--- src/vrra_pkg.sv ---
// Shared types, widths and microcode encodings for the record ring allocator.
package vrra_pkg;

   localparam int ALIGN_BYTES = 4;
   localparam int ALIGN_SHIFT = 2;
   localparam int OFF_W       = 14;
   localparam int OFF_SPAN    = 16384;
   localparam int TEXT_W      = 14;
   localparam int LEN_W       = 15;
   localparam int BUF_W       = 15;
   localparam int HDR_W       = 7;
   localparam int DROP_W      = 13;
   localparam int SEQ_W       = 32;
   localparam int DROP_LIMIT  = 4096;
   localparam int CSR_IDX_W   = 1;
   localparam int CSR_DATA_W  = 15;

   localparam logic [BUF_W-1:0] BUF_RESET = 15'd16384;
   localparam logic [BUF_W-1:0] BUF_MIN   = 15'd64;
   localparam logic [HDR_W-1:0] HDR_RESET = 7'd24;
   localparam logic [HDR_W-1:0] HDR_MIN   = 7'd4;
   localparam logic [HDR_W-1:0] HDR_MAX   = 7'd64;
   localparam logic [OFF_W-1:0] OFF_MAX   = 14'h3FFF;

   localparam logic [CSR_IDX_W-1:0] CSR_BUFFER_BYTES = 1'b0;
   localparam logic [CSR_IDX_W-1:0] CSR_HEADER_BYTES = 1'b1;

   // datapath actions, one per control word
   localparam int ACT_W = 4;
   localparam logic [ACT_W-1:0] ACT_NONE     = 4'd0;
   localparam logic [ACT_W-1:0] ACT_LOAD     = 4'd1;
   localparam logic [ACT_W-1:0] ACT_RD_OLD   = 4'd2;
   localparam logic [ACT_W-1:0] ACT_RD_ZERO  = 4'd3;
   localparam logic [ACT_W-1:0] ACT_ADV_LEN  = 4'd4;
   localparam logic [ACT_W-1:0] ACT_ADV_ZERO = 4'd5;
   localparam logic [ACT_W-1:0] ACT_MARK     = 4'd6;
   localparam logic [ACT_W-1:0] ACT_PLACE    = 4'd7;
   localparam logic [ACT_W-1:0] ACT_EMIT     = 4'd8;

   // jump conditions
   localparam int COND_W = 3;
   localparam logic [COND_W-1:0] COND_NEVER     = 3'd0;
   localparam logic [COND_W-1:0] COND_ALWAYS    = 3'd1;
   localparam logic [COND_W-1:0] COND_NO_REQ    = 3'd2;
   localparam logic [COND_W-1:0] COND_DROP_DONE = 3'd3;
   localparam logic [COND_W-1:0] COND_NONZERO   = 3'd4;
   localparam logic [COND_W-1:0] COND_OUT_FREE  = 3'd5;

   // program step addresses
   localparam int PC_W = 4;
   localparam logic [PC_W-1:0] S_IDLE  = 4'd0;
   localparam logic [PC_W-1:0] S_LOOP  = 4'd1;
   localparam logic [PC_W-1:0] S_TEST  = 4'd2;
   localparam logic [PC_W-1:0] S_RDZ   = 4'd3;
   localparam logic [PC_W-1:0] S_ADVZ  = 4'd4;
   localparam logic [PC_W-1:0] S_ADVL  = 4'd5;
   localparam logic [PC_W-1:0] S_MARK  = 4'd6;
   localparam logic [PC_W-1:0] S_PLACE = 4'd7;
   localparam logic [PC_W-1:0] S_EMIT  = 4'd8;
   localparam logic [PC_W-1:0] S_HOLD  = 4'd9;

   typedef struct packed {
      logic [ACT_W-1:0]  act;
      logic [COND_W-1:0] cond;
      logic [PC_W-1:0]   target;
   } uword_type;

   typedef struct packed {
      logic [PC_W-1:0]  step;
      logic [ACT_W-1:0] act;
   } ctrl_type;

   typedef struct packed {
      logic req_valid;
      logic drop_done;
      logic rd_nonzero;
      logic out_free;
   } flags_type;

endpackage

--- src/vrra_seq.sv ---
// Microcode sequencer: step counter, control store and jump logic.
module vrra_seq import vrra_pkg::*; (
   input  logic      clock,
   input  logic      reset,
   input  flags_type flags,
   output ctrl_type  ctrl
);

   function automatic uword_type ucode(input logic [PC_W-1:0] pc);
      uword_type w;
      case (pc)
         S_IDLE:  w = '{act: ACT_LOAD,     cond: COND_NO_REQ,    target: S_IDLE};
         S_LOOP:  w = '{act: ACT_RD_OLD,   cond: COND_DROP_DONE, target: S_MARK};
         S_TEST:  w = '{act: ACT_NONE,     cond: COND_NONZERO,   target: S_ADVL};
         S_RDZ:   w = '{act: ACT_RD_ZERO,  cond: COND_NEVER,     target: S_IDLE};
         S_ADVZ:  w = '{act: ACT_ADV_ZERO, cond: COND_ALWAYS,    target: S_LOOP};
         S_ADVL:  w = '{act: ACT_ADV_LEN,  cond: COND_ALWAYS,    target: S_LOOP};
         S_MARK:  w = '{act: ACT_MARK,     cond: COND_NEVER,     target: S_IDLE};
         S_PLACE: w = '{act: ACT_PLACE,    cond: COND_NEVER,     target: S_IDLE};
         S_EMIT:  w = '{act: ACT_EMIT,     cond: COND_OUT_FREE,  target: S_IDLE};
         S_HOLD:  w = '{act: ACT_NONE,     cond: COND_ALWAYS,    target: S_EMIT};
         default: w = '{act: ACT_NONE,     cond: COND_ALWAYS,    target: S_IDLE};
      endcase
      return w;
   endfunction

   logic [PC_W-1:0] pc_ff;
   logic [PC_W-1:0] pc_in;
   uword_type       word;
   logic            taken;

   assign word = ucode(pc_ff);

   always_comb begin
      case (word.cond)
         COND_NEVER:     taken = 1'b0;
         COND_ALWAYS:    taken = 1'b1;
         COND_NO_REQ:    taken = !flags.req_valid;
         COND_DROP_DONE: taken = flags.drop_done;
         COND_NONZERO:   taken = flags.rd_nonzero;
         COND_OUT_FREE:  taken = flags.out_free;
         default:        taken = 1'b1;
      endcase
      pc_in = taken ? word.target : pc_ff + 1'b1;
   end

   always_ff @(posedge clock) begin
      if (reset) begin
         pc_ff <= S_IDLE;
      end else begin
         pc_ff <= pc_in;
      end
   end

   assign ctrl.step = pc_ff;
   assign ctrl.act  = word.act;

endmodule

--- config.mk ---
export PLATFORM = sky130hd
export DESIGN_NAME = vrra_seq
export DESIGN_NICKNAME = d
export VERILOG_FILES = /design/src/vrra_pkg.sv /design/src/vrra_seq.sv
export SDC_FILE = /design/constraint.sdc
export NUM_CORES = 1
export LEC_CHECK = 0
export ABC_AREA = 1
export BUFFER_PORTS_ARGS = -buffer_cell sky130_fd_sc_hd__buf_2
export CAP_MARGIN = 25
export CORE_MARGIN = 4
export CORE_UTILIZATION = 33
export CTS_CLUSTER_DIAMETER = 40
export DETAILED_ROUTE_END_ITERATION = 8
export PLACE_DENSITY = 0.6
export SLEW_MARGIN = 20
export SYNTH_ARGS = -nofsm -noshare
export SYNTH_HDL_FRONTEND = slang
export SYNTH_SLANG_ARGS = --single-unit
export TNS_END_PERCENT = 1
--- constraint.sdc ---
create_clock -name clock -period 1.98 [get_ports clock]
set_input_delay 0.099 -clock clock [delete_from_list [all_inputs] [get_ports clock]]
set_output_delay 0.099 -clock clock [all_outputs]
set_load 0.01 [all_outputs]
## Word level (Yosys, flattened, before mapping)

Memory sizes are Yosys's and may differ from the RTL's. A register that Yosys moved wholly into a read port is not among the register bits.
Cells that the tools add are included.

| word-level totals | value |
|---|---|
| register bits | 4 |
| bits in latches | 0 |
| bits in writable memories | 0 |
| bits in read-only memories | 176 |
| bits of input ports | 6 |
| output and inout bits | 8 |
| logic and storage cells | 12 |
| memories | 1 |

Memories:

| name | words | width | read ports | clocked after Yosys merged registers in | write ports | line | text |
|---|---|---|---|---|---|---|---|
| (name not given) | 16 | 11 | 1 | 1 | 0 | vrra_seq.sv:11 | `case (pc)` |

| cells by class | value |
|---|---|
| $add $sub $neg | 1 |
| multipliers | 0 |
| div/mod/pow operators | 0 |
| order comparisons | 0 |
| equality and inequality tests | 4 |
| shifts and indexed selects | 0 |
| muxes and demuxes | 3 |
| bitwise logic cells | 0 |
| reduce and logical (&&, ||, !) cells | 2 |

Operators with widths:

| cell | number |
|---|---|
| 4-bit 2-to-1 mux | 2 |
| 3-bit by 2-bit equality test with 1-bit output (second input constant) | 2 |
| 3-bit equality test (second input constant) | 2 |
| 1-bit case mux with 5 select lines | 1 |
| 4-bit by 1-bit adder with 4-bit output (second input constant) | 1 |
| 3-bit zero test | 1 |
| 1-bit zero test | 1 |

## Logic depth before layout (Yosys ltp)

| logic depth | value |
|---|---|
| depth after elaboration | 4 |
| mapped depth | 11 |
| mapped depth without buffers | 11 |

## Worst setup path before layout

Ideal clock, no wire load.

| timing path | value |
|---|---|
| kind | reg-to-reg |
| from | register pc_ff[0] |
| to | register, netlist name word[7] |
| library setup time | 109 ps |
| arrival time | 1408 ps |
| data required time | 1871 ps |
| path slack | 462 ps |
| cell stages (with the launch flop) | 9 |
| buffers on the path | 0 |
| period minus slack after synthesis | 1518 ps |
| cells stage by stage | dfxtp_1 ha_1 inv_1 nand4_1 nand3_2 inv_1 ha_1 nand2_1 inv_1 |

| on the way | value |
|---|---|
| cells in the longest elaborated chain, start to end | 3 |

Ends and longest elaborated chain:

| what | line | text |
|---|---|---|
| from (decl) | vrra_seq.sv:27 | `logic [PC_W-1:0] pc_ff;` |
| from (signal assigned) | vrra_seq.sv:51 | `pc_ff <= pc_in;` |
| 4-bit by 1-bit adder with 4-bit output | vrra_seq.sv:44 | `pc_in = taken ? word.target : pc_ff + 1'b1;` |
| 4-bit 2-to-1 mux | vrra_seq.sv:44 |  |
| 4-bit 2-to-1 mux (no line) | -- |  |

Every way passes these cells.
A chain may end at the register's enable or synchronous reset.

## Worst setup path in the final report

| timing path | value |
|---|---|
| from | register pc_ff[0] |
| to | register, netlist name word[7] |

| on the way | value |
|---|---|
| cells in the longest elaborated chain, start to end | 3 |

Ends and longest elaborated chain:

| what | line |
|---|---|
| 4-bit by 1-bit adder with 4-bit output | vrra_seq.sv:44 |
| 4-bit 2-to-1 mux | vrra_seq.sv:44 |
| 4-bit 2-to-1 mux (no line) | -- |

Every way passes these cells.

==> flow_metrics.env <==
export IMPL_place_hpwl_um=1161
export IMPL_drcViolationCount=0
export IMPL_crit_slowest_cell="dfxtp_1"
export IMPL_chipHeight_um=56.53
export IMPL_dp_slack_ns=0.4372
export IMPL_ys_ff_latch=15
export IMPL_report_final_slew_viol_count=0
export IMPL_timing_final_crit_share_pct=78.93
export IMPL_fin_nets=127
export IMPL_post_route_cells_drive_above_1_share_pct=27.59
export IMPL_setup_ws_ns=0.4172
export IMPL_crit_path_end_kind="flip-flop"
export IMPL_wl_per_cell_um=9.507
export IMPL_postCtsSetupBuffers=0
export IMPL_htreeDepth=1
export IMPL_hold_viol=0
export IMPL_multiInputGateArea_um2=360.3
export IMPL_drtIter0Drc=7
export IMPL_cts_sinks=15
export IMPL_wirelength_um=1369
export IMPL_skew_ns=0.003908
export IMPL_core_area_um2=2233
export IMPL_gp_congestion=0.8327
export IMPL_regArea_um2=300.3
export IMPL_worst_slew_pin_transition_ns=0.3188
export IMPL_dr_pass1_iters=2
export IMPL_worstSetupPathType="reg -> reg"
export IMPL_path_cells="ha_1 > inv_1 > nand4_1 > nand3_2 > inv_1 > ha_1 > nand2_1 > inv_1"
export IMPL_rsz0062_at_grt="no"
export IMPL_start_kind="flip-flop"
export IMPL_status="finished, final reports clean"
export IMPL_totalPowerFinal_mw=1.508
export IMPL_cts_resized=0
export IMPL_synth_cells=103
export IMPL_worst_path_max_fanout=6
export IMPL_vdd_drop_max_uv=788.7
export IMPL_cts_hold_buf=0
export IMPL_vias=613
export IMPL_synth_top_area_cell="dfxtp_1"
export IMPL_grt_antenna_before_repair=0
export IMPL_syn_to_final_growth_pct=12.56
export IMPL_synth_nets=113
export IMPL_crit_path_frequent_cell="inv_1"
export IMPL_cts_buffers=3
export IMPL_avgSynthCellArea_um2=7.544
export IMPL_p_leak_nw=0.5085
export IMPL_clk_latency_ns=0.29
export IMPL_die_w_um=56.53
export IMPL_routed_via_density=4.257
export IMPL_grt_total_usage_pct=8.996
export IMPL_cts_tree="yes"
export IMPL_die_area_um2=3195
export IMPL_fmax_mhz=639.9
export IMPL_gr_total_overflow=0
export IMPL_synth_top_area_share_pct=38.65
export IMPL_rows=17
export IMPL_maxCapViolCount=0
export IMPL_power_density_nw_per_um2=1724
export IMPL_yosys_top_cells_area="dfxtp_1 (39%), nand2_1 (12%), inv_1 (10%)"
export IMPL_seq_area_frac_synth_pct=38.65
export IMPL_finalSetupViolCount=0
export IMPL_synth_cell_type_count=13
export IMPL_grt_pass1_wl_um=2283
export IMPL_crit_path_max_incr_delay_ns=0.40
export IMPL_worst_ep_arrival_time_ns=1.76
export IMPL_path_clk_slew_ns=0.09
export IMPL_post_route_min_period_ns=1.563
export IMPL_port_buffers=13
export IMPL_diodes=0
export IMPL_io_pins=14
export IMPL_postRouteAntennaNets=0
export IMPL_syn_cell_area_um2=777.0
export IMPL_grt_pass1_vias=568
export IMPL_tns_ns=0
export IMPL_slew_headroom_pct=78.72
export IMPL_clockBufferDepth=2
export IMPL_start_util_pct=34.79
export IMPL_hold_path_class="in -> reg"
export IMPL_yosysWarnings=0
export IMPL_root_buffer="clkbuf_4"
export IMPL_hold_slack_ns=0.2467
export IMPL_num_fill_cells=244
export IMPL_grt_max_degree=10
export IMPL_required_ns=2.18
==> synthesized netlist by cell type <==
library cell  number
nand4_1            6
nand3_2            4
nand2_2            6
nand3_1            5
inv_1             21
dfxtp_1           15
nand2_1           24
inv_2              2
buf_4              4
nor2_1             9
nand3_4            2
nor2_4             1
ha_1               4
==> placed cells by master, fill, tap and decap left out <==
| master | n |
|---|---|
| inv_1 | 21 |
| clkinv_2 | 1 |
| nand3_2 | 4 |
| dfxtp_1 | 15 |
| inv_2 | 2 |
| nor2_1 | 9 |
| nand4_1 | 6 |
| buf_2 | 13 |
| nor2_4 | 1 |
| nand3_1 | 5 |
| nand2_1 | 24 |
| ha_1 | 4 |
| clkbuf_4 | 3 |
| nand2_2 | 6 |
| nand3_4 | 2 |
==> final timing paths <==
kind / cells past startpoint / from / slack (ns) / end
hold / removal: 4 / reset / 0.25 / pc_ff[3]$_SDFF_PP0_
setup reg to reg: 8 / pc_ff[0]$_SDFF_PP0_ / 0.42 / word[7]$_SDFF_PP0_
hold reg to reg: 4 / word[3]$_SDFF_PP0_ / 0.57 / pc_ff[3]$_SDFF_PP0_
setup / recovery: 8 / pc_ff[0]$_SDFF_PP0_ / 0.42 / word[7]$_SDFF_PP0_
==> cell families after synthesis <==
family	Yosys count	synth area share, %
and+or+nand+nor	57	39.94
buffers and inverters	27	14.98
DFF	15	38.65
adders and majority gates	4	6.441
==> registers in the layout, summed over array words and instances, names as in the netlist <==
name	cells
word	11
pc_ff	4
==> layout make-up <==
cell class / instances / share of cell area [%]
sequential: 15 / 34.33
tap: 28 / 4.006
multi-input combinational: 61 / 41.20
inverter: 23 / 9.871
clock buffer: 3 / 2.575
timing repair buffer: 13 / 7.439
clock inverter: 1 / 0.5722
==> per-layer routing <==
layer,vias up,GRT usage (%),part of all wire [%]
li1,336,-,-
met1,271,10.00,43
met2,4,15.84,53
met3,2,1.609,2.0
met4,0,5.085,2.0
met5,-,0,0
==> worst max-delay path, delay by kind of cell (launching register included) <==
family        cells  cell delay, ns
fa+ha+maj         2            0.55
flops             1            0.40
simple gates      3            0.36
buf+inv           3            0.16
==> report_power, final <==
group          internal, mW  switching, mW  total, mW
Combinational         0.295          0.545      0.840
Clock                0.0751         0.0986      0.174
Sequential            0.429         0.0651      0.494
Total                 0.799          0.708       1.51
==> metrics by stage <==
stage / std cells / cell area [um^2] / utilization, %
after CTS: 144 / 874.6 / 39.16
after global placement: 140 / 847.1 / 37.93
after floorplan: 103 / 777.0 / -
final: 144 / 874.6 / 39.16
after global routing: 144 / 874.6 / 39.16
after detailed placement: 140 / 847.1 / 37.93
No activity file was read; power rests on OpenSTA's default activity.
